[src/hdl/rlc_pkg.sv]
`timescale 1ns / 1ps
`default_nettype none

package rlc_pkg;

	typedef struct packed {
		logic [15:0] base_dwell;
		logic [15:0] red_dwell;
	} cfg_t;

	typedef struct packed {
		logic [7:0] port_a;
		logic [5:0] port_b;
		logic [4:0] port_c;
	} drive_t;

	localparam int unsigned CELL_COUNT = 27;
	localparam logic [3:0] SEL_LAST = 4'd8;
	localparam logic [3:0] COL_LAST = 4'd8;
	localparam logic [3:0] RED_SEL_END = 4'd3;

	localparam logic REQ_LOAD = 1'b0;
	localparam logic REQ_TICK = 1'b1;

	localparam logic REG_BASE_DWELL = 1'b0;
	localparam logic REG_RED_DWELL = 1'b1;

	localparam logic [15:0] BASE_DWELL_RST = 16'd10;
	localparam logic [15:0] RED_DWELL_RST = 16'd20;

	localparam drive_t IDLE_DRIVE = '{port_a: 8'hFF, port_b: 6'h00, port_c: 5'h01};

	// active-low select byte for layer-color lines 1-8 (all high for line 0)
	function automatic logic [7:0] sel_a(input logic [3:0] sel);
		logic [7:0] r;
		case (sel)
			4'd0: r = 8'hFF;
			4'd1: r = 8'hDF;
			4'd2: r = 8'hFB;
			4'd3: r = 8'hBF;
			4'd4: r = 8'hEF;
			4'd5: r = 8'hFD;
			4'd6: r = 8'h7F;
			4'd7: r = 8'hF7;
			4'd8: r = 8'hFE;
			default: r = 8'hFF;
		endcase
		return r;
	endfunction

	function automatic logic [5:0] col_b(input logic [3:0] col);
		logic [5:0] r;
		case (col)
			4'd0: r = 6'h20;
			4'd1: r = 6'h10;
			4'd2: r = 6'h08;
			4'd3: r = 6'h04;
			4'd4: r = 6'h02;
			4'd5: r = 6'h01;
			default: r = 6'h00;
		endcase
		return r;
	endfunction

	function automatic logic [4:0] col_c(input logic [3:0] col);
		logic [4:0] r;
		case (col)
			4'd6: r = 5'h02;
			4'd7: r = 5'h08;
			4'd8: r = 5'h10;
			default: r = 5'h00;
		endcase
		return r;
	endfunction

endpackage

`default_nettype wire

[src/hdl/rgb_led_cube_scan_driver_unit.sv]
`timescale 1ns / 1ps
`default_nettype none

// RGB LED cube scan driver, 3x3x3 cells, 81 slots per scan.
// Input channel (in_valid/in_ready): req_type 0 loads three color masks and
// a repeat count and restarts the scan; req_type 1 is one display tick.
// Output channel (out_valid/out_ready): one result per input item with the
// port drive for that tick, busy_res and frame_done.
// Config: APB registers base_dwell (0x0) and red_dwell (0x4); the user must
// write them only while no item is in flight, which the block does not enforce.
// Path: an input transfer loads the input register; the scan step then loads
// the output register, which drives out_valid.
// Throughput: one item per cycle unless out_ready stalls; the scan state update
// is a single combinational step between the input and output registers.
// Reset: masks and scan state clear (idle, all-off drive), dwells go to
// 10 and 20 ticks, both pipeline stages empty.
// Receiver stall: the output register holds, the input register keeps at
// most one more item, then in_ready drops until out_ready returns.

module rgb_led_cube_scan_driver_unit #(
	parameter int unsigned DWELL_WIDTH = 16
) (
	input  wire logic        clk,
	input  wire logic        arst_n,

	input  wire logic        in_valid,
	output logic             in_ready,
	input  wire logic        req_type,
	input  wire logic [26:0] red_bits,
	input  wire logic [26:0] green_bits,
	input  wire logic [26:0] blue_bits,
	input  wire logic [7:0]  hold_count,

	output logic             out_valid,
	input  wire logic        out_ready,
	output logic [7:0]       port_a,
	output logic [5:0]       port_b,
	output logic [4:0]       port_c,
	output logic             busy_res,
	output logic             frame_done,

	input  wire logic        psel,
	input  wire logic        penable,
	input  wire logic        pwrite,
	input  wire logic [2:0]  paddr,
	input  wire logic [31:0] pwdata,
	output logic [31:0]      prdata,
	output logic             pready
);

	rlc_pkg::cfg_t   cfg;
	rlc_pkg::drive_t step_drive;
	logic            step_busy, step_done;

	logic            v_s1;
	logic            req_type_s1;
	logic [26:0]     red_s1, green_s1, blue_s1;
	logic [7:0]      hold_s1;

	logic            v_s2;
	rlc_pkg::drive_t drive_s2;
	logic            busy_s2, done_s2;

	logic            adv;
	logic            step_en;

	rlc_apb_regs u_regs (
		.clk     (clk),
		.arst_n  (arst_n),
		.psel    (psel),
		.penable (penable),
		.pwrite  (pwrite),
		.paddr   (paddr),
		.pwdata  (pwdata),
		.prdata  (prdata),
		.pready  (pready),
		.cfg     (cfg)
	);

	assign adv      = !v_s2 || out_ready;
	assign in_ready = !v_s1 || adv;
	assign step_en  = v_s1 && adv;

	always_ff @(posedge clk or negedge arst_n) begin
		if (!arst_n) begin
			v_s1 <= 1'b0;
		end else if (in_ready) begin
			v_s1 <= in_valid;
		end
	end

	always_ff @(posedge clk) begin
		if (in_valid && in_ready) begin
			req_type_s1 <= req_type;
			red_s1      <= red_bits;
			green_s1    <= green_bits;
			blue_s1     <= blue_bits;
			hold_s1     <= hold_count;
		end
	end

	rlc_scan_core #(
		.DWELL_WIDTH (DWELL_WIDTH)
	) u_core (
		.clk        (clk),
		.arst_n     (arst_n),
		.step_en    (step_en),
		.req_type   (req_type_s1),
		.red_bits   (red_s1),
		.green_bits (green_s1),
		.blue_bits  (blue_s1),
		.hold_count (hold_s1),
		.cfg        (cfg),
		.drive      (step_drive),
		.busy_res   (step_busy),
		.frame_done (step_done)
	);

	always_ff @(posedge clk or negedge arst_n) begin
		if (!arst_n) begin
			v_s2 <= 1'b0;
		end else if (adv) begin
			v_s2 <= v_s1;
		end
	end

	always_ff @(posedge clk) begin
		if (step_en) begin
			drive_s2 <= step_drive;
			busy_s2  <= step_busy;
			done_s2  <= step_done;
		end
	end

	assign out_valid  = v_s2;
	assign port_a     = drive_s2.port_a;
	assign port_b     = drive_s2.port_b;
	assign port_c     = drive_s2.port_c;
	assign busy_res   = busy_s2;
	assign frame_done = done_s2;

	a_stall_full: assert property (@(posedge clk) disable iff (!arst_n)
		!in_ready |-> (v_s1 && v_s2 && !out_ready))
		else $error("input stalled without a full pipeline");

	a_idle_drive: assert property (@(posedge clk) disable iff (!arst_n)
		(v_s2 && !busy_s2) |-> (drive_s2 == rlc_pkg::IDLE_DRIVE))
		else $error("non-busy result with a slot driven");

	a_done_busy: assert property (@(posedge clk) disable iff (!arst_n)
		(v_s2 && done_s2) |-> busy_s2)
		else $error("frame done on a non-busy result");

endmodule

`default_nettype wire

[src/hdl/rlc_apb_regs.sv]
`timescale 1ns / 1ps
`default_nettype none

module rlc_apb_regs (
	input  wire logic               clk,
	input  wire logic               arst_n,
	input  wire logic               psel,
	input  wire logic               penable,
	input  wire logic               pwrite,
	input  wire logic [2:0]         paddr,
	input  wire logic [31:0]        pwdata,
	output logic [31:0]             prdata,
	output logic                    pready,
	output rlc_pkg::cfg_t           cfg
);

	rlc_pkg::cfg_t cfg_q;
	logic          wr_en;

	assign pready = 1'b1;
	assign wr_en  = psel & penable & pwrite;
	assign cfg    = cfg_q;

	always_ff @(posedge clk or negedge arst_n) begin
		if (!arst_n) begin
			cfg_q.base_dwell <= rlc_pkg::BASE_DWELL_RST;
			cfg_q.red_dwell  <= rlc_pkg::RED_DWELL_RST;
		end else if (wr_en) begin
			unique case (paddr[2])
				rlc_pkg::REG_BASE_DWELL: cfg_q.base_dwell <= pwdata[15:0];
				rlc_pkg::REG_RED_DWELL:  cfg_q.red_dwell  <= pwdata[15:0];
			endcase
		end
	end

	always_comb begin
		unique case (paddr[2])
			rlc_pkg::REG_BASE_DWELL: prdata = {16'h0000, cfg_q.base_dwell};
			rlc_pkg::REG_RED_DWELL:  prdata = {16'h0000, cfg_q.red_dwell};
		endcase
	end

endmodule

`default_nettype wire

[src/hdl/rlc_slot_decode.sv]
`timescale 1ns / 1ps
`default_nettype none

module rlc_slot_decode (
	input  wire logic [3:0]  sel,
	input  wire logic [3:0]  col,
	input  wire logic [26:0] red_mask,
	input  wire logic [26:0] green_mask,
	input  wire logic [26:0] blue_mask,
	output rlc_pkg::drive_t  drive
);

	logic [1:0]  layer;
	logic [26:0] mask;
	logic [31:0] mask_ext;
	logic [4:0]  cell_idx;
	logic        lit;

	// sel = color*3 + layer
	always_comb begin
		case (sel)
			4'd0, 4'd3, 4'd6: layer = 2'd0;
			4'd1, 4'd4, 4'd7: layer = 2'd1;
			default:          layer = 2'd2;
		endcase
		if (sel < 4'd3) begin
			mask = red_mask;
		end else if (sel < 4'd6) begin
			mask = green_mask;
		end else begin
			mask = blue_mask;
		end
	end

	assign cell_idx = 5'(layer) * 5'd9 + 5'(col);
	assign mask_ext = 32'(mask);
	assign lit      = mask_ext[cell_idx];

	always_comb begin
		drive.port_a = rlc_pkg::sel_a(sel);
		drive.port_b = lit ? rlc_pkg::col_b(col) : 6'h00;
		drive.port_c = {(lit ? rlc_pkg::col_c(col) : 5'h00)} | {4'h0, (sel != 4'd0)};
	end

endmodule

`default_nettype wire

[src/hdl/rlc_scan_core.sv]
`timescale 1ns / 1ps
`default_nettype none

module rlc_scan_core #(
	parameter int unsigned DWELL_WIDTH = 16
) (
	input  wire logic               clk,
	input  wire logic               arst_n,
	input  wire logic               step_en,
	input  wire logic               req_type,
	input  wire logic [26:0]        red_bits,
	input  wire logic [26:0]        green_bits,
	input  wire logic [26:0]        blue_bits,
	input  wire logic [7:0]         hold_count,
	input  wire rlc_pkg::cfg_t      cfg,
	output rlc_pkg::drive_t         drive,
	output logic                    busy_res,
	output logic                    frame_done
);

	localparam int unsigned CMP_W = DWELL_WIDTH + 17;

	logic [26:0]            red_q, green_q, blue_q;
	logic [3:0]             sel_q, col_q;
	logic [DWELL_WIDTH-1:0] cnt_q;
	logic [7:0]             rep_q;

	logic [26:0]            red_d, green_d, blue_d;
	logic [3:0]             sel_d, col_d;
	logic [DWELL_WIDTH-1:0] cnt_d;
	logic [7:0]             rep_d;

	rlc_pkg::drive_t        slot_drive;
	logic [DWELL_WIDTH:0]   cnt_p1;
	logic [15:0]            dwell;
	logic                   slot_end;

	rlc_slot_decode u_decode (
		.sel        (sel_q),
		.col        (col_q),
		.red_mask   (red_q),
		.green_mask (green_q),
		.blue_mask  (blue_q),
		.drive      (slot_drive)
	);

	assign cnt_p1   = {1'b0, cnt_q} + {{DWELL_WIDTH{1'b0}}, 1'b1};
	assign dwell    = (sel_q < rlc_pkg::RED_SEL_END) ? cfg.red_dwell : cfg.base_dwell;
	// zero dwell ends on first tick; dwell past counter range saturates
	assign slot_end = (CMP_W'(cnt_p1) >= CMP_W'(dwell)) || (&cnt_q);

	always_comb begin
		red_d      = red_q;
		green_d    = green_q;
		blue_d     = blue_q;
		sel_d      = sel_q;
		col_d      = col_q;
		cnt_d      = cnt_q;
		rep_d      = rep_q;
		drive      = rlc_pkg::IDLE_DRIVE;
		busy_res   = 1'b0;
		frame_done = 1'b0;
		if (req_type == rlc_pkg::REQ_LOAD) begin
			red_d    = red_bits;
			green_d  = green_bits;
			blue_d   = blue_bits;
			rep_d    = hold_count;
			sel_d    = 4'd0;
			col_d    = 4'd0;
			cnt_d    = '0;
			busy_res = (hold_count != 8'd0);
		end else if (rep_q != 8'd0) begin
			drive    = slot_drive;
			busy_res = 1'b1;
			if (slot_end) begin
				cnt_d = '0;
				if (col_q == rlc_pkg::COL_LAST) begin
					col_d = 4'd0;
					if (sel_q == rlc_pkg::SEL_LAST) begin
						sel_d      = 4'd0;
						rep_d      = rep_q - 8'd1;
						frame_done = (rep_q == 8'd1);
					end else begin
						sel_d = sel_q + 4'd1;
					end
				end else begin
					col_d = col_q + 4'd1;
				end
			end else begin
				cnt_d = cnt_p1[DWELL_WIDTH-1:0];
			end
		end
	end

	always_ff @(posedge clk or negedge arst_n) begin
		if (!arst_n) begin
			red_q   <= '0;
			green_q <= '0;
			blue_q  <= '0;
			sel_q   <= '0;
			col_q   <= '0;
			cnt_q   <= '0;
			rep_q   <= '0;
		end else if (step_en) begin
			red_q   <= red_d;
			green_q <= green_d;
			blue_q  <= blue_d;
			sel_q   <= sel_d;
			col_q   <= col_d;
			cnt_q   <= cnt_d;
			rep_q   <= rep_d;
		end
	end

	a_slot_range: assert property (@(posedge clk) disable iff (!arst_n)
		(sel_q <= rlc_pkg::SEL_LAST) && (col_q <= rlc_pkg::COL_LAST))
		else $error("scan position out of range");

	a_idle_home: assert property (@(posedge clk) disable iff (!arst_n)
		(rep_q == 8'd0) |-> (sel_q == 4'd0 && col_q == 4'd0 && cnt_q == '0))
		else $error("idle with scan position not at start");

	a_done_last: assert property (@(posedge clk) disable iff (!arst_n)
		(step_en && frame_done) |=> (rep_q == 8'd0))
		else $error("done reported but repeats remain");

endmodule

`default_nettype wire
[config.mk]
export PLATFORM = sky130hd
export DESIGN_NAME = rgb_led_cube_scan_driver_unit
export DESIGN_NICKNAME = d
export VERILOG_FILES = /design/src/hdl/rlc_pkg.sv /design/src/hdl/rgb_led_cube_scan_driver_unit.sv /design/src/hdl/rlc_apb_regs.sv /design/src/hdl/rlc_slot_decode.sv /design/src/hdl/rlc_scan_core.sv
export SDC_FILE = /design/constraint.sdc
export NUM_CORES = 1
export LEC_CHECK = 0
export BUFFER_PORTS_ARGS = -buffer_cell sky130_fd_sc_hd__buf_2
export CAP_MARGIN = 10
export CORE_UTILIZATION = 32
export DETAILED_ROUTE_END_ITERATION = 10
export PLACE_DENSITY_LB_ADDON = 0.3
export SYNTH_ARGS = -nofsm -noshare
export SYNTH_HDL_FRONTEND = slang
export SYNTH_SLANG_ARGS = --single-unit
[constraint.sdc]
create_clock -name clk -period 3.85 [get_ports clk]
set_input_delay 0.5775 -clock clk [delete_from_list [all_inputs] [get_ports clk]]
set_output_delay 0.5775 -clock clk [all_outputs]
set_load 0.01 [all_outputs]
==> results.md, run 1 <==
* DRC viols at 11
* Share of flip-flops with an asynchronous set or reset at 57.2%
* Global-route usage over all layers at 14.5%
* Count of non-filler cells in the finished layout at 1666
* Length of routed wiring on met1 at 12500 microns
* Worst hold-check slack at 0.0420 ns
* Vias in the first global route at 7689
* Clock transition time at the flip-flop clock pins of the worst setup and hold paths at 0.06 ns
* Req. time, crit path at 4.21 ns
* Core outline area at 35700 sq um
* Number of cells produced by synthesis at 1005
* Drt wl/cell at 16.2 microns
* Proportion of netlist area held by the largest area contributor at 30.7%
* Count of buffers from port buffering at 151
* Overflow left after global routing at 0
* Failing checks: DRC
* Effective utilization at floorplan at 32.7%
* Mean cell area of the mapped netlist at 11.6 sq um
* Relative slew slack at 54.3%
* Most frequent cell on the critical path: sky130_fd_sc_hd__ha_1
* Syn Std Cell Area at 11700 sq um
* Clock latency reported for the late side of the worst-skew pair at 0.54 ns
* Max Buffers Root-to-Sink at 3
* Power, Total at 8.81 mW
* Cell with the largest stage delay on the worst path: sky130_fd_sc_hd__fa_2
* Height of the die at 193 microns
* Count of final hold-check violations at 0
* Flip-flop cell with the highest count after synthesis: sky130_fd_sc_hd__dfrtp_1
* Initial antenna violation count at 3
* Adder and majority cell fraction of the synthesized area at 3.60%
* Clock tree skew after final layout at 0.00984 ns
* # hold bufs at CTS at 0
* Wire length on met3 at 1340 microns
* Critical Path End Type: flop
* ANT nets after route at 0
* Cell row count at 69
* Share of cells above drive strength 1 at 29.0%
* Setup violation total in the final timing report at 0
* Mux cell area share after synthesis at 9.95%
* Final Net Count at 1344
* Max layer used: met4
* Ranking of synthesized cells by area: sky130_fd_sc_hd__dfrtp_1 (31%), sky130_fd_sc_hd__edfxtp_1 (28%), sky130_fd_sc_hd__nand2_1 (9.5%), sky130_fd_sc_hd__mux2_2 (4.6%), sky130_fd_sc_hd__ha_1 (3.4%)
* Number of synthesized register bits at 257
* CTS tree: done
* Biggest fanout along the worst timing path at 9
* Worst setup SP type: flop
* Register area at 6990 sq um
* Period Utilization, post-route at 95.8%
* Synth Area in Compound Gates at 5.86%
* Count of filler cells inserted in the layout at 3468
* Sequential share of the synthesized area at 59.9%
* Number of vias in the routed layout at 7882
* Post-DP HPWL at 18400 microns
* Final core utilization at 40.1%
* Root cell of the clock tree: sky130_fd_sc_hd__clkbuf_16
* Peak VDD IR at 0.397 mV
* H-tree lvl count at 1
* Number of synthesized flops with an enable pin at 110
* Area share of and/or/nand/nor cells after synthesis at 15.7%
* Dominant combinational cell family by area after synthesis: simple AND/OR/NAND/NOR gates
* Setup repair after global routing missed its margin: yes
* Pin count of the biggest net entering global routing at 91
* Final estimated routing congestion in global placement at 0.885
* Die Wd at 193 microns
* Area of combinational cells with multiple inputs at 4490 sq um
* First-pass GRT wire length at 42000 microns
* Time the worst path needs with I/O delays and setup at 3.69 ns
* Max incr delay on CP at 0.51 ns
* Arrival time of the worst setup path at 4.05 ns
* CTS Buf Count at 29
* Pleak at 6.32 nW
* Die Footprint at 37200 sq um
* List of cells traversed by the critical path: inv_2 > ha_2 > mux2i_2 > a21o_1 > ha_1 > ha_1 > inv_1 > fa_2 > buf_4 > nor3b_1 > a2111oi_2 > a211o_1 > o311ai_4 > buf_12 > nor4_2
* Cells after DPL at 1606
* TritonRoute pass-1 iters at 10
* Max-slew violation count at 0
* Power per cell area at 616 nW/um^2
* Top cell type by total area after synthesis: sky130_fd_sc_hd__dfrtp_1
* Max Cap Viol at 0
* Critical path class: flop to flop
* Final wirelength at 27000 microns
* DRC violation total after the first TritonRoute iteration at 565
* Status: finished, violations left
* Worst slew pin tran at 0.685 ns
* Synthesized-area fraction occupied by xor and xnor cells at 1.65%
* Hold Path Class: input pin to asynchronous set/reset pin
* Timing-limited maximum frequency at 271 MHz
* Post-synthesis cell type count at 64
* Average via count per standard cell at 4.73
* Routed length on met2 at 12500 microns
* Top Ports at 188
* Number of warnings printed during yosys synthesis at 0
* Area growth from synthesis to layout at 22.7%
* TritonCTS Sinks at 257
-- critical path: cells and delay by family, from the launching register on --
family	cells	cell delay (ns)
buffers and inverters	4	0.56
AOI/OAI and AO/OA	4	0.83
and+or+nand+nor	2	0.38
adders and majority gates	4	1.18
DFF	1	0.44
muxes	1	0.08
-- final timing paths --
kind / from / end / slack [ns] / cells after the start
min: arst_n / u_regs.cfg[1]$_DFFE_PN0P_ / 0.04 / 1
min in group clk: blue_bits[9] / blue_s1[9]$_DFFE_PP_ / 0.20 / 1
max in group asynchronous: arst_n / u_core.red_q[16]$_DFFE_PN0P_ / 2.99 / 2
max reg2reg: u_core.sel_q[1]$_DFFE_PN0P_ / port_b[1]$_SDFFCE_PN0P_ / 0.16 / 15
min reg2reg: green_s1[7]$_DFFE_PP_ / u_core.green_q[7]$_DFFE_PN0P_ / 0.43 / 2
max: u_core.sel_q[1]$_DFFE_PN0P_ / port_b[1]$_SDFFCE_PN0P_ / 0.16 / 15
-- Yosys cell counts (13+ instances only) --
library cell               instances
sky130_fd_sc_hd__a21oi_1          17
sky130_fd_sc_hd__buf_4            18
sky130_fd_sc_hd__clkbuf_1         34
sky130_fd_sc_hd__dfrtp_1         143
sky130_fd_sc_hd__edfxtp_1        110
sky130_fd_sc_hd__ha_1             32
sky130_fd_sc_hd__mux2_2           48
sky130_fd_sc_hd__mux2i_1          26
sky130_fd_sc_hd__mux4_2           16
sky130_fd_sc_hd__nand2_1         294
sky130_fd_sc_hd__nand3_1          23
sky130_fd_sc_hd__nor2_1           23
sky130_fd_sc_hd__nor3_1           13
sky130_fd_sc_hd__nor4_1           17
sky130_fd_sc_hd__o21ai_0          24
sky130_fd_sc_hd__xnor2_1          15
-- area by class of cell --
type	instances	area share, %
Clock buffer	40	5.57
Inverter	14	0.367
Tap cell	461	4.03
Timing Repair Buffer	194	8.19
Clock inverter	14	1.64
Antenna cell	3	0.0524
Sequential cell	257	48.8
Multi-Input combinational cell	683	31.3
-- cells by family after synthesis --
| group | after synthesis |
|---|---|
| other | 2 |
| flip-flops | 257 |
| buffers and inverters | 81 |
| AO/OA/AOI/OAI | 102 |
| multiplexers | 90 |
| adder cells (fa/ha/maj) | 33 |
| AND/OR/NAND/NOR | 418 |
| XOR/XNOR | 22 |
-- metrics by stage --
step	setup WS [ns]	TNS, ns	area (sq um)
CTS	0.0137	0	14200
global placement	0.0724	0	13100
floorplan	0.0266	0	11700
detailed placement	-0.0481	-0.201	13100
global route	-0.0351	-0.142	14300
finish	0.161	0	14300
-- cells in the final DEF, fill, tap and decap left out, types with 16 or more instances in the layout --
cell type / n
sky130_fd_sc_hd__a21oi_1: 17
sky130_fd_sc_hd__buf_2: 150
sky130_fd_sc_hd__buf_4: 36
sky130_fd_sc_hd__clkbuf_16: 29
sky130_fd_sc_hd__conb_1: 18
sky130_fd_sc_hd__dfrtp_1: 141
sky130_fd_sc_hd__edfxtp_1: 110
sky130_fd_sc_hd__ha_1: 28
sky130_fd_sc_hd__mux2_2: 48
sky130_fd_sc_hd__mux2i_1: 25
sky130_fd_sc_hd__mux4_2: 16
sky130_fd_sc_hd__nand2_1: 292
sky130_fd_sc_hd__nand3_1: 23
sky130_fd_sc_hd__nor2_1: 22
sky130_fd_sc_hd__o21ai_0: 23
-- sequential cells by signal (all words and copies together), names as in the netlist, 4 cells and up --
| name | count |
|---|---|
| blue_s1 | 27 |
| green_s1 | 27 |
| hold_s1 | 8 |
| port_a | 8 |
| port_b | 6 |
| port_c | 4 |
| red_s1 | 27 |
| u_core.blue_q | 27 |
| u_core.cnt_q | 16 |
| u_core.col_q | 4 |
| u_core.green_q | 27 |
| u_core.red_q | 27 |
| u_core.rep_q | 8 |
| u_core.sel_q | 4 |
| u_regs.cfg | 32 |
-- what timing repair did --
| item | CTS | global route |
|---|---|---|
| pin swaps | 0 | 5 |
| buffers inserted | 0 | 3 |
| endpoints found under the setup margin | 10 | 32 |
| endpoints found under the hold margin | 0 | 0 |
| resized for setup | 5 | 21 |
| cloned | 0 | 0 |
-- power by group --
part           leakage, nW  internal (mW)  switching (mW)
logic                 2.97           1.11            1.24
registers             2.86           3.26           0.238
clock network        0.494           1.85            1.11
total                 6.32           6.22            2.59
-- metal layers --
metal / global-route usage (%) / up-vias
met4: 4.33 / 0
met1: 20.3 / 3768
met2: 23.1 / 184
met3: 2.15 / 42
met5: 0 / -
li1: - / 3888
Note: power is estimated with default switching activity, not from simulation.
==> run 2, diff against run 1 <==
--- a/config.mk
+++ b/config.mk
@@ -12,4 +12,5 @@
 export PLACE_DENSITY_LB_ADDON = 0.3
 export SYNTH_ARGS = -nofsm -noshare
 export SYNTH_HDL_FRONTEND = slang
+export SYNTH_HIERARCHICAL = 1
 export SYNTH_SLANG_ARGS = --single-unit
==> results.md, run 2 <==
* Status: finished, final reports clean
* Number of warnings printed during yosys synthesis at 6 (+6)
* Count of final hold-check violations at 0 (unchanged)
* Worst r2r src: u_core/sel_q[2]$_DFFE_PN0P_
* Setup total negative slack at 0 ns (unchanged)
* Biggest fanout along the worst timing path at 9 (unchanged)
* Share of flip-flops with an asynchronous set or reset at 57.0% (-0.22 points)
* Share of cells above drive strength 1 at 27.8% (-1.1 points)
* Top cell type by total area after synthesis: sky130_fd_sc_hd__dfrtp_1
* Root cell of the clock tree: sky130_fd_sc_hd__clkbuf_16
* Sequential share of the synthesized area at 58.7% (-1.2 points)
* Hold Path Class: input pin to asynchronous set/reset pin
* ANT nets after route at 0 (unchanged)
* Critical path class: flop to flop
* Setup violation total in the final timing report at 0 (unchanged)
* Post-DP HPWL at 17600 microns (-4.5%)
* Syn Std Cell Area at 12000 sq um (+2.4%)
* Peak VDD IR at 0.431 mV (+8.7%)
* Die Footprint at 38100 sq um (+2.4%)
* Number of cells produced by synthesis at 1014 (+0.90%)
* Area growth from synthesis to layout at 20.3%
* Period Utilization, post-route at 94.5% (-1.4 points)
* List of cells traversed by the critical path: buf_4 > nor2_1 > a22oi_1 > ha_1 > ha_4 > inv_1 > fa_2 > xnor2_2 > xnor2_2 > buf_4 > buf_4 > nor4_2 > nor3_2 > a32oi_2 > buf_4 > nor4_1 > and2_1
* Final estimated routing congestion in global placement at 0.775 (-12%)
* DRC viols at 0 (-11)
* Overflow left after global routing at 0 (unchanged)
* Flip-flop cell with the highest count after synthesis: sky130_fd_sc_hd__dfrtp_1
* Mean cell area of the mapped netlist at 11.8 sq um (+1.5%)
* Worst setup SP type: flop
* Ranking of synthesized cells by area: sky130_fd_sc_hd__dfrtp_1 (30%), sky130_fd_sc_hd__edfxtp_1 (28%), sky130_fd_sc_hd__nand2_1 (9.2%), sky130_fd_sc_hd__mux2_2 (4.1%), sky130_fd_sc_hd__mux4_2 (3.2%)
* TritonCTS Sinks at 258 (+0.39%)
* Cell with the largest stage delay on the worst path: sky130_fd_sc_hd__dfrtp_1
* Arrival time of the worst setup path at 3.94 ns (-0.11 ns)
* Drt wl/cell at 15.6 microns (-3.9%)
* Clock tree skew after final layout at 0.0138 ns (+0.00393 ns)
* Clock transition time at the flip-flop clock pins of the worst setup and hold paths at 0.06 ns (about the same)
* Height of the die at 195 microns (+1.2%)
* Count of buffers from port buffering at 152 (+0.66%)
* Clock latency reported for the late side of the worst-skew pair at 0.56 ns (+0.02 ns)
* Max Cap Viol at 0 (unchanged)
* Most common cell after layout, fill and taps aside: sky130_fd_sc_hd__nand2_1
* Pleak at 6.41 nW (+1.5%)
* Core outline area at 36700 sq um (+2.7%)
* Average via count per standard cell at 4.70 (-0.63%)
* Max reg flops at 32 (unchanged)
* Max-slew violation count at 0 (unchanged)
* Proportion of netlist area held by the largest area contributor at 29.9% (-0.73 points)
* Max Buffers Root-to-Sink at 3 (unchanged)
* Top post-synthesis cells by count: sky130_fd_sc_hd__nand2_1 (292), sky130_fd_sc_hd__dfrtp_1 (143), sky130_fd_sc_hd__edfxtp_1 (111)
* Most numerous cell in the Yosys netlist: sky130_fd_sc_hd__nand2_1
* Timing-limited maximum frequency at 275 MHz (+1.5%)
* Final wirelength at 26200 microns (-3.0%)
* TritonRoute pass-1 iters at 5 (-5)
* Top Ports at 188 (unchanged)
* Die Wd at 195 microns (+1.2%)
* Final setup slack of the worst path at 0.214 ns (+0.0528 ns)
* Number of synthesized flops with an enable pin at 111 (+0.91%)
* H-tree lvl count at 1 (unchanged)
* Global-route usage over all layers at 14.0% (-0.47 points)
* Setup repair after global routing missed its margin: no
* CTS tree: done
* Max incr delay on CP at 0.43 ns (-0.08 ns)
* Final Net Count at 1350 (+0.45%)
* Number of vias in the routed layout at 7903 (+0.27%)
* Start point of the critical path: u_core/sel_q[2]$_DFFE_PN0P_
* DRC violation total after the first TritonRoute iteration at 418 (-26%)
* Final core utilization at 39.2% (-0.86 points)
* Relative slew slack at 44.2% (-10 points)
* Critical Path End Type: flop
* Cell row count at 70 (+1.4%)
* Commonest cells after routing, fill and taps aside: sky130_fd_sc_hd__nand2_1 (291), sky130_fd_sc_hd__buf_2 (151), sky130_fd_sc_hd__dfrtp_1 (142), sky130_fd_sc_hd__edfxtp_1 (111), sky130_fd_sc_hd__mux2_2 (43)
* Worst hold-check slack at 0.00683 ns (-0.0351 ns)
* Initial antenna violation count at 4 (+1)
* Time the worst path needs with I/O delays and setup at 3.64 ns (-0.0528 ns)
* Most frequent cell on the critical path: sky130_fd_sc_hd__buf_4
* Number of synthesized register bits at 258 (+0.39%)
* Pin count of the biggest net entering global routing at 84 (-7.7%)
* Worst slack, placed at 0.123 ns (+0.171 ns)
* CTS Buf Count at 29 (unchanged)
* Effective utilization at floorplan at 32.6% (-0.077 points)
* Post-synthesis cell type count at 77 (+20%)
* Reg2Reg Depth at 17 (+2)
* Power per cell area at 610 nW/um^2 (-0.91%)
* Vias in the first global route at 7885 (+2.5%)
* Worst slew pin tran at 0.837 ns (+0.152 ns)
* Count of filler cells inserted in the layout at 3573 (+3.0%)
* Req. time, crit path at 4.16 ns (-0.05 ns)
* First-pass GRT wire length at 42800 microns (+1.9%)
[run 2: final cells by class]
type	instances	area, sq um	area share [%]
diodes	1	2.50	0.0174
multi-input cells	688	4630	32.2
flip-flops and latches	258	7020	48.8
clock inverters	13	149	1.04
well taps	468	586	4.07
repair buffers	192	1130	7.86
inverters	20	75.1	0.522
clock buffers	41	791	5.50
[run 2: worst paths after layout]
check	endpoint	slack, ns
min reg2reg	u_core/green_q[1]$_DFFE_PN0P_	0.44
max reg2reg	port_b[3]$_DFFE_PP_	0.21
max	port_b[3]$_DFFE_PP_	0.21
min in group clk	blue_s1[4]$_DFFE_PP_	0.18
min	out_valid$_DFFE_PN0P_	0.007
max in group asynchronous	u_core/red_q[8]$_DFFE_PN0P_	2.96
[run 2: report_power, final]
part           switching [mW]  leakage [nW]  total (mW)  internal, mW
clock network            1.10         0.459        2.73          1.63
registers               0.257          2.87        3.53          3.28
logic                    1.31          3.09        2.52          1.20
[run 2: layer usage]
layer	vias to the layer above	wire, microns	track usage (%)	share of wire (%)
met5	-	40	0	0.15
met4	6	566	3.50	2.2
met3	41	1110	2.94	4.2
met2	149	11900	22.0	45
met1	3818	12600	19.6	48
li1	3889	-	-	-
[run 2: repair_timing]
action | 4_1_cts | 5_1_grt
setup endpoints to repair | 0 | 14
setup buffers | 0 | 2
hold buffers | 0 | 0
gates resized for setup | 0 | 8
[run 2: cell families after synthesis]
logic type / Yosys count / share of synthesized area (%)
XOR/XNOR: 16 / 1.23
AO/OA/AOI/OAI: 78 / 4.78
other: 3 / 0.0942
adder cells (fa/ha/maj): 30 / 3.19
flip-flops: 258 / 58.7
AND/OR/NAND/NOR: 452 / 17.8
buffers and inverters: 83 / 3.54
multiplexers: 94 / 10.7
[run 2: metrics by stage]
step           instances  instance area, sq um  power [mW]
2_1_floorplan       1029                 12000        5.17
3_3_place_gp        1624                 13400        6.00
3_5_place_dp        1624                 13400        6.04
4_1_cts             1678                 14300        8.81
5_1_grt             1680                 14400        9.30
6_report            1681                 14400        8.77
[run 2: critical path: cells and delay by family, from the launching register on]
family,cells,cell delay (ns)
adder cells (fa/ha/maj),3,0.83
buffers and inverters,5,0.76
AND/OR/NAND/NOR,5,0.71
flip-flops,1,0.43
AO/OA/AOI/OAI,2,0.32
XOR/XNOR,2,0.31
